==> src/hdl/sbcd_pkg.sv <==
`default_nettype none
// ----------------------------------------------------------------------------
// sbcd_pkg
// Shared constants, types and CRC-32C helpers for the sampled block digest.
// ----------------------------------------------------------------------------
package sbcd_pkg;

    localparam int unsigned DEFAULT_BLOCK_BYTES    = 4096;
    localparam int unsigned MAX_BLOCK_BYTES        = 131072;
    localparam int unsigned PARTITION_OFFSET_BYTES = 1048576;
    localparam int unsigned GROUP_BYTES            = 134217728;
    localparam logic [31:0] CRC_POLY               = 32'h82F63B78;
    localparam int unsigned ZT_DEPTH =
        $clog2(MAX_BLOCK_BYTES / DEFAULT_BLOCK_BYTES) + 1;

    localparam logic [1:0] OP_RANGE = 2'd0;
    localparam logic [1:0] OP_BEAT  = 2'd1;
    localparam logic [1:0] OP_ZERO  = 2'd2;

    typedef struct packed {
        logic        start;
        logic [63:0] idx;
        logic [17:0] size;
        logic [6:0]  pct;
    } t_lane_req;

    typedef struct packed {
        logic done;
        logic sampled;
    } t_lane_rsp;

    function automatic logic [31:0] crc_byte(logic [31:0] crc, logic [7:0] data);
        logic [31:0] c;
        c = crc ^ {24'd0, data};
        for (int b = 0; b < 8; b++) begin
            c = c[0] ? ((c >> 1) ^ CRC_POLY) : (c >> 1);
        end
        return c;
    endfunction

    function automatic logic [31:0] crc_fold(logic [31:0] crc, logic [63:0] word,
                                             logic [3:0] nbytes);
        logic [31:0] c;
        logic [3:0]  n;
        c = crc;
        n = (nbytes > 4'd8) ? 4'd8 : nbytes;
        for (int i = 0; i < 8; i++) begin
            if (4'(i) < n) begin
                c = crc_byte(c, word[8*i +: 8]);
            end
        end
        return c;
    endfunction

    function automatic logic [31:0] gf2_times(logic [31:0][31:0] mat, logic [31:0] vec);
        logic [31:0] s;
        s = '0;
        for (int k = 0; k < 32; k++) begin
            if (vec[k]) begin
                s = s ^ mat[k];
            end
        end
        return s;
    endfunction

    // crc digest of n zero bytes (all-ones start, final inversion), by repeated squaring of the one-byte operator
    function automatic logic [31:0] zero_digest(int unsigned nbytes);
        logic [31:0][31:0] op;
        logic [31:0][31:0] sq;
        logic [31:0]       crc;
        int unsigned       n;
        for (int k = 0; k < 32; k++) begin
            op[k] = crc_byte(32'd1 << k, 8'd0);
        end
        crc = '1;
        n   = nbytes;
        for (int j = 0; j < 32; j++) begin
            if (n[0]) begin
                crc = gf2_times(op, crc);
            end
            for (int k = 0; k < 32; k++) begin
                sq[k] = gf2_times(op, op[k]);
            end
            op = sq;
            n  = n >> 1;
        end
        return ~crc;
    endfunction

    function automatic logic [ZT_DEPTH-1:0][31:0] zero_table();
        logic [ZT_DEPTH-1:0][31:0] t;
        for (int i = 0; i < ZT_DEPTH; i++) begin
            t[i] = zero_digest(DEFAULT_BLOCK_BYTES << i);
        end
        return t;
    endfunction

endpackage
`default_nettype wire

==> src/hdl/sbcd_in_if.sv <==
`default_nettype none
// ----------------------------------------------------------------------------
// sbcd_in_if
// Input item channel: valid/ready handshake with the item fields.
// ----------------------------------------------------------------------------
interface sbcd_in_if;
    logic        valid;
    logic        ready;
    logic [1:0]  opcode;
    logic [63:0] block_index;
    logic [31:0] range_blocks;
    logic [17:0] block_bytes;
    logic        first_beat;
    logic        last_beat;
    logic [63:0] data_word;
    logic [3:0]  valid_bytes;

    modport source (output valid, opcode, block_index, range_blocks, block_bytes,
                    first_beat, last_beat, data_word, valid_bytes, input ready);
    modport sink (input valid, opcode, block_index, range_blocks, block_bytes,
                  first_beat, last_beat, data_word, valid_bytes, output ready);
endinterface
`default_nettype wire

==> src/hdl/sbcd_out_if.sv <==
`default_nettype none
// ----------------------------------------------------------------------------
// sbcd_out_if
// Result channel: valid/ready handshake with the result fields.
// ----------------------------------------------------------------------------
interface sbcd_out_if;
    logic        valid;
    logic        ready;
    logic        sampled;
    logic        digest_valid;
    logic [31:0] digest;

    modport source (output valid, sampled, digest_valid, digest, input ready);
    modport sink (input valid, sampled, digest_valid, digest, output ready);
endinterface
`default_nettype wire

==> src/hdl/sbcd_cfg_if.sv <==
`default_nettype none
// ----------------------------------------------------------------------------
// sbcd_cfg_if
// Configuration write channel for the sample percentage register.
// ----------------------------------------------------------------------------
interface sbcd_cfg_if;
    logic       valid;
    logic       ready;
    logic [6:0] data;

    modport source (output valid, data, input ready);
    modport sink (input valid, data, output ready);
endinterface
`default_nettype wire

==> src/hdl/sbcd_lane.sv <==
`default_nettype none
// ----------------------------------------------------------------------------
// sbcd_lane
// Sampling decision for one block index: serial divider shared by the
// group size, partition offset and position-in-group steps.
// ----------------------------------------------------------------------------
module sbcd_lane
    import sbcd_pkg::*;
(
    input  wire logic      i_clk,
    input  wire logic      i_rst_n,
    input  wire t_lane_req i_req,
    output t_lane_rsp      o_rsp
);

    typedef enum logic [5:0] {
        L_IDLE = 6'b000001,
        L_DIVG = 6'b000010,
        L_DIVP = 6'b000100,
        L_MOD  = 6'b001000,
        L_MUL  = 6'b010000,
        L_CMP  = 6'b100000
    } t_lstate;

    t_lstate     r_st;
    logic [63:0] r_idx;
    logic [6:0]  r_pct;
    logic [63:0] r_dvd;
    logic [31:0] r_rem;
    logic [31:0] r_dvs;
    logic [5:0]  r_cnt;
    logic [31:0] r_ingroup;
    logic [38:0] r_lhs;
    logic [38:0] r_rhs;
    logic        r_done;
    logic        r_samp;

    logic [32:0] n_try;
    logic        n_ge;
    logic [31:0] n_rem;
    logic [63:0] n_dvd;

    // one restoring division step per cycle
    always_comb begin
        n_try = {r_rem, r_dvd[63]};
        n_ge  = n_try >= {1'b0, r_dvs};
        n_rem = n_ge ? 32'(n_try - {1'b0, r_dvs}) : n_try[31:0];
        n_dvd = {r_dvd[62:0], n_ge};
    end

    always_ff @(posedge i_clk) begin
        if (!i_rst_n) begin
            r_st   <= L_IDLE;
            r_done <= 1'b0;
            r_samp <= 1'b0;
            r_cnt  <= '0;
        end else begin
            r_done <= 1'b0;
            case (r_st)
                L_IDLE: begin
                    if (i_req.start) begin
                        r_idx <= i_req.idx;
                        r_pct <= i_req.pct;
                        r_cnt <= '0;
                        if (i_req.size == '0) begin
                            r_done <= 1'b1;
                            r_samp <= 1'b0;
                        end else begin
                            r_dvd <= 64'(GROUP_BYTES);
                            r_rem <= '0;
                            r_dvs <= 32'(i_req.size);
                            r_st  <= L_DIVG;
                        end
                    end
                end
                L_DIVG: begin
                    r_cnt <= r_cnt + 6'd1;
                    r_dvd <= n_dvd;
                    r_rem <= n_rem;
                    if (r_cnt == '1) begin
                        r_ingroup <= n_dvd[31:0];
                        r_dvd     <= 64'(PARTITION_OFFSET_BYTES);
                        r_rem     <= '0;
                        r_st      <= L_DIVP;
                    end
                end
                L_DIVP: begin
                    r_cnt <= r_cnt + 6'd1;
                    r_dvd <= n_dvd;
                    r_rem <= n_rem;
                    if (r_cnt == '1) begin
                        if (r_idx <= n_dvd) begin
                            r_done <= 1'b1;
                            r_samp <= 1'b1;
                            r_st   <= L_IDLE;
                        end else if (r_ingroup == '0) begin
                            r_done <= 1'b1;
                            r_samp <= 1'b0;
                            r_st   <= L_IDLE;
                        end else begin
                            r_dvd <= r_idx - n_dvd;
                            r_rem <= '0;
                            r_dvs <= r_ingroup;
                            r_st  <= L_MOD;
                        end
                    end
                end
                L_MOD: begin
                    r_cnt <= r_cnt + 6'd1;
                    r_dvd <= n_dvd;
                    r_rem <= n_rem;
                    if (r_cnt == '1) begin
                        r_st <= L_MUL;
                    end
                end
                L_MUL: begin
                    r_lhs <= 39'(r_rem) * 39'd100;
                    r_rhs <= 39'(r_pct) * 39'(r_ingroup);
                    r_st  <= L_CMP;
                end
                L_CMP: begin
                    r_done <= 1'b1;
                    r_samp <= r_lhs <= r_rhs;
                    r_st   <= L_IDLE;
                end
                default: begin
                    r_st <= L_IDLE;
                end
            endcase
        end
    end

    assign o_rsp.done    = r_done;
    assign o_rsp.sampled = r_samp;

endmodule
`default_nettype wire

==> src/hdl/sampled_block_crc32c_digest.sv <==
`default_nettype none
// ----------------------------------------------------------------------------
// sampled_block_crc32c_digest
// Sampling decision and CRC-32C digest of storage blocks.
// ----------------------------------------------------------------------------
// i_in carries one transaction per item: range check, data beat or zero
// block. o_out returns at most one result per item; i_cfg writes the
// sample percentage and is always ready (write it only while idle).
// A data beat without first_beat is folded into the CRC (up to 8 bytes) in the
// cycle it is taken; the block stays ready for the next transaction, or,
// when last_beat produces a result, first waits in T_RES for a free output.
// A first beat, range check or zero block runs two decision lanes (first
// and last index of a range) side by side; each lane does up to three
// 64-step serial divisions on its one-bit-per-cycle divider, and the block
// waits in T_WAIT until both lanes are done; size zero skips the divisions.
// Results sit in an output register; a stalled receiver holds it, and the
// block may take the next transaction meanwhile, only waiting to write a
// new result until the previous one is taken.
// Reset clears the accumulator to all ones, the sampled flag and the
// percentage to zero; the zero-block digests are constants.
// ----------------------------------------------------------------------------
module sampled_block_crc32c_digest
    import sbcd_pkg::*;
(
    input  wire logic i_clk,
    input  wire logic i_rst_n,
    sbcd_in_if.sink   i_in,
    sbcd_cfg_if.sink  i_cfg,
    sbcd_out_if.source o_out
);

    typedef enum logic [2:0] {
        T_IDLE = 3'b001,
        T_WAIT = 3'b010,
        T_RES  = 3'b100
    } t_tstate;

    localparam logic [ZT_DEPTH-1:0][31:0] ZT = zero_table();

    t_tstate     r_st;
    logic [6:0]  r_pct;
    logic [31:0] r_crc;
    logic        r_flag;
    logic [1:0]  r_op;
    logic [17:0] r_size;
    logic        r_last;
    logic [31:0] r_dig;
    logic        r_dec;
    logic        r_d0, r_d1, r_s0, r_s1;
    logic        r_ov, r_osamp, r_odv;
    logic [31:0] r_odig;

    t_lane_req   lreq0, lreq1;
    t_lane_rsp   lrsp0, lrsp1;
    logic        accept;
    logic        lanes_go;
    logic [31:0] n_fold;
    logic        all_done, s0, s1;
    logic        zhit;
    logic [31:0] zdig;
    logic        out_free;

    assign i_in.ready  = (r_st == T_IDLE);
    assign i_cfg.ready = 1'b1;
    assign accept      = i_in.valid && i_in.ready;
    assign lanes_go    = accept && ((i_in.opcode == OP_RANGE) || (i_in.opcode == OP_ZERO)
                         || ((i_in.opcode == OP_BEAT) && i_in.first_beat));

    always_comb begin
        lreq0.start = lanes_go;
        lreq0.idx   = i_in.block_index;
        lreq0.size  = i_in.block_bytes;
        lreq0.pct   = r_pct;
        lreq1.start = lanes_go;
        lreq1.idx   = (i_in.opcode == OP_RANGE)
                      ? i_in.block_index + 64'(i_in.range_blocks) - 64'd1
                      : i_in.block_index;
        lreq1.size  = i_in.block_bytes;
        lreq1.pct   = r_pct;
    end

    sbcd_lane u_lane0 (.i_clk(i_clk), .i_rst_n(i_rst_n), .i_req(lreq0), .o_rsp(lrsp0));
    sbcd_lane u_lane1 (.i_clk(i_clk), .i_rst_n(i_rst_n), .i_req(lreq1), .o_rsp(lrsp1));

    assign n_fold   = crc_fold(i_in.first_beat ? 32'hFFFFFFFF : r_crc,
                               i_in.data_word, i_in.valid_bytes);
    assign all_done = (r_d0 || lrsp0.done) && (r_d1 || lrsp1.done);
    assign s0       = lrsp0.done ? lrsp0.sampled : r_s0;
    assign s1       = lrsp1.done ? lrsp1.sampled : r_s1;
    assign out_free = !r_ov || o_out.ready;

    always_comb begin
        zhit = 1'b0;
        zdig = '0;
        for (int i = 0; i < ZT_DEPTH; i++) begin
            if (32'(r_size) == (DEFAULT_BLOCK_BYTES << i)) begin
                zhit = 1'b1;
                zdig = ZT[i];
            end
        end
    end

    always_ff @(posedge i_clk) begin
        if (!i_rst_n) begin
            r_st   <= T_IDLE;
            r_pct  <= '0;
            r_crc  <= '1;
            r_flag <= 1'b0;
            r_ov   <= 1'b0;
            r_d0   <= 1'b0;
            r_d1   <= 1'b0;
        end else begin
            if (i_cfg.valid) begin
                r_pct <= i_cfg.data;
            end
            if (r_ov && o_out.ready) begin
                r_ov <= 1'b0;
            end
            case (r_st)
                T_IDLE: begin
                    if (accept) begin
                        r_op   <= i_in.opcode;
                        r_size <= i_in.block_bytes;
                        r_last <= i_in.last_beat;
                        r_d0   <= 1'b0;
                        r_d1   <= 1'b0;
                        if (i_in.opcode == OP_BEAT) begin
                            if (i_in.last_beat) begin
                                r_crc <= '1;
                                r_dig <= ~n_fold;
                            end else begin
                                r_crc <= n_fold;
                            end
                        end
                        if (lanes_go) begin
                            r_st <= T_WAIT;
                        end else if ((i_in.opcode == OP_BEAT) && i_in.last_beat) begin
                            r_st <= T_RES;
                        end
                    end
                end
                T_WAIT: begin
                    r_d0 <= r_d0 || lrsp0.done;
                    r_d1 <= r_d1 || lrsp1.done;
                    r_s0 <= s0;
                    r_s1 <= s1;
                    if (all_done) begin
                        r_dec <= s0 || s1;
                        if (r_op == OP_BEAT) begin
                            r_flag <= s0;
                            r_st   <= r_last ? T_RES : T_IDLE;
                        end else begin
                            r_st <= T_RES;
                        end
                    end
                end
                T_RES: begin
                    if (out_free) begin
                        r_ov <= 1'b1;
                        r_st <= T_IDLE;
                        case (r_op)
                            OP_BEAT: begin
                                r_osamp <= r_flag;
                                r_odv   <= r_flag;
                                r_odig  <= r_flag ? r_dig : '0;
                            end
                            OP_ZERO: begin
                                r_osamp <= r_dec;
                                r_odv   <= r_dec && zhit;
                                r_odig  <= (r_dec && zhit) ? zdig : '0;
                            end
                            default: begin
                                r_osamp <= r_dec;
                                r_odv   <= 1'b0;
                                r_odig  <= '0;
                            end
                        endcase
                    end
                end
                default: begin
                    r_st <= T_IDLE;
                end
            endcase
        end
    end

    assign o_out.valid        = r_ov;
    assign o_out.sampled      = r_osamp;
    assign o_out.digest_valid = r_odv;
    assign o_out.digest       = r_odig;

endmodule
`default_nettype wire

==> src/flat_wrapper.sv <==
// flat-port wrapper written by rule: the top's interface ports become plain ports
module sampled_block_crc32c_digest_flat import sbcd_pkg::*;
  (i_clk, i_rst_n, i_in_valid, i_in_opcode, i_in_block_index, i_in_range_blocks, i_in_block_bytes, i_in_first_beat, i_in_last_beat, i_in_data_word, i_in_valid_bytes, i_in_ready, i_cfg_valid, i_cfg_data, i_cfg_ready, o_out_valid, o_out_sampled, o_out_digest_valid, o_out_digest, o_out_ready);
  sbcd_in_if i_in_i ();
  sbcd_cfg_if i_cfg_i ();
  sbcd_out_if o_out_i ();
  input  wire logic i_clk;
  input  wire logic i_rst_n;
  input wire logic [$bits(i_in_i.valid)-1:0] i_in_valid;
  input wire logic [$bits(i_in_i.opcode)-1:0] i_in_opcode;
  input wire logic [$bits(i_in_i.block_index)-1:0] i_in_block_index;
  input wire logic [$bits(i_in_i.range_blocks)-1:0] i_in_range_blocks;
  input wire logic [$bits(i_in_i.block_bytes)-1:0] i_in_block_bytes;
  input wire logic [$bits(i_in_i.first_beat)-1:0] i_in_first_beat;
  input wire logic [$bits(i_in_i.last_beat)-1:0] i_in_last_beat;
  input wire logic [$bits(i_in_i.data_word)-1:0] i_in_data_word;
  input wire logic [$bits(i_in_i.valid_bytes)-1:0] i_in_valid_bytes;
  output wire logic [$bits(i_in_i.ready)-1:0] i_in_ready;
  input wire logic [$bits(i_cfg_i.valid)-1:0] i_cfg_valid;
  input wire logic [$bits(i_cfg_i.data)-1:0] i_cfg_data;
  output wire logic [$bits(i_cfg_i.ready)-1:0] i_cfg_ready;
  output wire logic [$bits(o_out_i.valid)-1:0] o_out_valid;
  output wire logic [$bits(o_out_i.sampled)-1:0] o_out_sampled;
  output wire logic [$bits(o_out_i.digest_valid)-1:0] o_out_digest_valid;
  output wire logic [$bits(o_out_i.digest)-1:0] o_out_digest;
  input wire logic [$bits(o_out_i.ready)-1:0] o_out_ready;
  assign i_in_i.valid = i_in_valid;
  assign i_in_i.opcode = i_in_opcode;
  assign i_in_i.block_index = i_in_block_index;
  assign i_in_i.range_blocks = i_in_range_blocks;
  assign i_in_i.block_bytes = i_in_block_bytes;
  assign i_in_i.first_beat = i_in_first_beat;
  assign i_in_i.last_beat = i_in_last_beat;
  assign i_in_i.data_word = i_in_data_word;
  assign i_in_i.valid_bytes = i_in_valid_bytes;
  assign i_in_ready = i_in_i.ready;
  assign i_cfg_i.valid = i_cfg_valid;
  assign i_cfg_i.data = i_cfg_data;
  assign i_cfg_ready = i_cfg_i.ready;
  assign o_out_valid = o_out_i.valid;
  assign o_out_sampled = o_out_i.sampled;
  assign o_out_digest_valid = o_out_i.digest_valid;
  assign o_out_digest = o_out_i.digest;
  assign o_out_i.ready = o_out_ready;
  sampled_block_crc32c_digest u_core (.i_clk(i_clk), .i_rst_n(i_rst_n), .i_in(i_in_i), .i_cfg(i_cfg_i), .o_out(o_out_i));
endmodule
==> config.mk <==
export PLATFORM = sky130hd
export DESIGN_NAME = sampled_block_crc32c_digest_flat
export DESIGN_NICKNAME = d
export VERILOG_FILES = /design/src/hdl/sbcd_pkg.sv /design/src/hdl/sbcd_in_if.sv /design/src/hdl/sbcd_out_if.sv /design/src/hdl/sbcd_cfg_if.sv /design/src/hdl/sbcd_lane.sv /design/src/hdl/sampled_block_crc32c_digest.sv /design/src/flat_wrapper.sv
export SDC_FILE = /design/constraint.sdc
export NUM_CORES = 2
export LEC_CHECK = 0
export BUFFER_PORTS_ARGS = -buffer_cell sky130_fd_sc_hd__buf_2
export CORE_ASPECT_RATIO = 1.25
export CORE_MARGIN = 10
export CORE_UTILIZATION = 40
export DETAILED_ROUTE_END_ITERATION = 7
export PLACE_DENSITY_LB_ADDON = 0.12
export SLEW_MARGIN = 20
export SYNTH_ARGS = -nofsm -noshare
export SYNTH_HDL_FRONTEND = slang
export SYNTH_SLANG_ARGS = --single-unit
==> constraint.sdc <==
create_clock -name i_clk -period 22.9 [get_ports i_clk]
set_input_delay 2.29 -clock i_clk [delete_from_list [all_inputs] [get_ports i_clk]]
set_output_delay 2.29 -clock i_clk [all_outputs]
set_load 0.01 [all_outputs]
==> summary.md <==
| Metric | Value |
|---|---|
| Status | complete, no violations |
| Sequential share of the synthesized area | a little under a third |
| Share of Yosys cell area claimed by the top area cell type | ~28% |
| Worst-Skew Late Latency | ~0.77 ns |
| Initial antenna violation count | 16 |
| Least-Margin Pin Slew | 1.25 ns |
| Commonest cells in the synthesized netlist | inv_1, nand2_1, edfxtp_1 |
| Setup bufs post-CTS | 0 |
| Core Region | between 150,000 and 200,000 µm² |
| Hold Startpoint | u_core.u_lane1.r_dvd[24] |
| Post-Syn Area per Cell | ~9.4 µm² |
| # hold bufs at CTS | 0 |
| Startpoint Class | primary input |
| FF-to-FF path depth | 78 |
| Final wirelength | ~220,000 µm |
| Io pins | about 240 |
| Chip height | about 500 µm |
| Finished Core Util | ~44% |
| Synth-to-layout area growth | 9.14% |
| Reg2reg setup slack | between 7 and 8 ns |
| Place WS | 5.72 ns |
| # resized after CTS | 0 |
| DP HPWL | 178,000 µm |
| Placed cells | ~10,000 |
| Share of cells above drive strength 1 | between 7 and 8% |
| Final Setup Violations | 0 |
| Final hold viol count | 0 |
| FP Rows | 176 |
| Layout filler cell count | around 18,000 |
| Yosys top cell by area | edfxtp_1 |
| Wire length per cell | approximately 21 µm |
| Worst Path Arrival | between 15 and 20 ns |
| Root Buffer | clkbuf_16 |
| Die ar. | roughly 200,000 µm² |
| Setup ws final | around 6.4 ns |
| TNS Setup | 0 ns |
| CTS tree | done |
| DR pass1 iterations | 5 |
| GRT Max-Usage Layer | met2 |
| Vias | between 50,000 and 60,000 |
| Initial core utilization | about 40% |
| Fraction of registers with async set/reset | 0% |
| WP buf/inv | 3 |
| Achievable frequency | 60.6 MHz |
| Crit path capture type | register |
| ANT nets after route | 0 |
| Port bufs | 233 |
| Routing usage on met1 | between 20% and 30% |
| Slowest CP cell | or4_1 |
| Clock-pin slew on the worst setup and hold paths | roughly 0.06 ns |
| Main synth FF type | edfxtp_1 |
| Most common cell in the netlist | inv_1 |
| Reg-to-Reg End | u_core.u_lane0.r_dvd[57] |
| Nets@finish | just over 9,000 |
| CTS buffer count | around 90 |
| Largest net degree at the start of global routing | 75 |
| Slew HR | between 10% and 20% |
| Crit-path most repeated cell | xnor2_1 |
| Mean number of vias per cell | roughly 5.3 |
| Met3 usage | around 2.3% |
| Synth top area cells | edfxtp_1, ha_1, fa_1 |
| Crit Path Max Fanout | between 60 and 70 |
| Placer Congestion | roughly 0.92 |
| First-pass GRT wire length | around 340,000 µm |
| Worst stage delay on the critical path | 0.79 ns |
| RSZ-0062 raised after global routing | no |
| Post-synth EDFFs | about 700 |
| Yosys warns | 0 |
| DRT iter0 DRCs | approximately 3,400 |
| Met2 Resource Use GR | 36.5% |
| Die X | between 400 and 500 µm |
| Crit path kind | primary input to register |
| Synth Instances | between 7,000 and 8,000 |
| Worst Hold Depth | 0 |
| Number of global-route vias before repair | 56,000 |
| Post-synth net total | roughly 9,200 |
| CP Data Required Time | about 23 ns |
| Fin crit share | ~72% |
| Final setup skew | 0.0867 ns |
| Hold Path Sink | u_core.u_lane1.r_ingroup[25] |
| Fin. max-slew vios | 0 |
| Maxcap violations | 0 |
| Clk buf depth | 3 |
| CTS HTree Levels | 3 |
| Num Clock Sinks | around 780 |
| Final Non-Filler Cells | roughly 11,000 |
| Final Critical Period | between 15 and 20 ns |
| Netlist cell types | a little over 100 |
| Total Routing Usage GR | 21.6% |
| Worst path top cell family by delay | XOR/XNOR gates |
| Grt ovf | 0 |
| Worst min path class | register to register |
| Mapped Area | 74,200 µm² |
| Yosys reg bits | 778 |
| Number of remaining DRC errors | 0 |
| FF-to-FF Start | u_core.u_lane0.r_rem[0] |
==> flip-flops by register name (all words and copies together), names as in the netlist, 18 cells and up <==
register,cells
u_core.r_size,18
u_core.u_lane1.r_rem,32
u_core.u_lane0.r_dvd,64
u_core.u_lane1.r_idx,64
u_core.u_lane1.r_ingroup,32
u_core.u_lane1.r_rhs,39
u_core.u_lane0.r_dvs,32
u_core.u_lane1.r_lhs,37
u_core.u_lane0.r_ingroup,32
u_core.u_lane0.r_rem,32
u_core.u_lane0.r_idx,64
u_core.r_crc,32
u_core.u_lane0.r_lhs,37
u_core.o_out.digest,32
u_core.u_lane0.r_rhs,39
u_core.u_lane1.r_dvs,32
u_core.u_lane1.r_dvd,64
u_core.r_dig,32
==> routing by layer <==
metal | vias up | share of wire (%) | wire [µm]
li1 | 26900 | - | -
met1 | 27300 | 46 | 101000
met2 | 1265 | 47 | 106000
met3 | 221 | 4.8 | 10700
met4 | 8 | 2.2 | 4830
met5 | - | 0.023 | 51
==> placed cells by master (no fill, tap or decap), drive strengths merged, types with 110 or more instances in the layout <==
master | synthesis | routed
o21ai | 358 | 358
fa | 357 | 357
a21oi | 536 | 536
xnor2 | 665 | 665
o21bai | 158 | 158
xor2 | 252 | 252
and2 | 147 | 147
nand2 | 828 | 828
edfxtp | 704 | 704
a21o | 118 | 118
clkbuf | 262 | 116
buf | 33 | 301
ha | 679 | 679
inv | 1181 | 1189
mux2i | 114 | 114
o22ai | 110 | 110
nor2 | 457 | 457
==> metrics by stage <==
| step | hold slack [ns] | cell area, µm² |
|---|---|---|
| after detailed placement | 0.436 | 77900 |
| after global placement | 0.435 | 77900 |
| after floorplan | 0.425 | 74200 |
| after global routing | 0.458 | 81000 |
| after CTS | 0.454 | 81000 |
| final | 0.452 | 81000 |
==> area by class of cell <==
type	instances	area (µm²)	share of cell area, %
diodes	4	10.0	0.0124
clock buffers	116	2390	2.95
clock inverters	57	688	0.849
inverters	1184	4440	5.49
multi-input cells	5665	46200	57.0
flip-flops and latches	778	22600	27.9
well taps	2403	3010	3.71
repair buffers	301	1700	2.09
==> cell families after synthesis <==
family,count (synthesis),share of synthesized area [%]
simple gates,1914,11.8
compound gates,1579,13.2
buf+inv,1479,7.55
fa+ha+maj,1036,21.1
xor+xnor,1000,14.0
flops,778,30.5
mux,135,1.89
other cells,1,0.00505
==> worst reg2reg max path: cells and delay by family (launching register included) <==
kind / cells / cell delay [ns]
flops: 1 / 0.52
fa+ha+maj: 2 / 0.67
simple gates: 12 / 1.65
buf+inv: 1 / 0.05
compound gates: 62 / 12.68
mux: 1 / 0.08
==> how the worst max path moves through the flow <==
stage                                  startpoint                       end  slack, ns  depth (start not counted)
final                         i_in_valid_bytes[3]          u_core.r_crc[20]       6.41                         41
after global placement        i_in_valid_bytes[3]          u_core.r_crc[20]       5.94                         41
after CTS                     i_in_valid_bytes[3]          u_core.r_crc[20]       6.43                         41
after detailed placement      i_in_valid_bytes[3]          u_core.r_crc[20]       5.72                         41
after global routing      u_core.u_lane0.r_rem[0]  u_core.u_lane0.r_dvd[57]       5.30                         78
after floorplan                 i_in_data_word[2]           u_core.r_dig[3]       8.71                         41
Power is not shown: default switching activity piles up to over one toggle a cycle in this logic, so the estimate is an artifact.
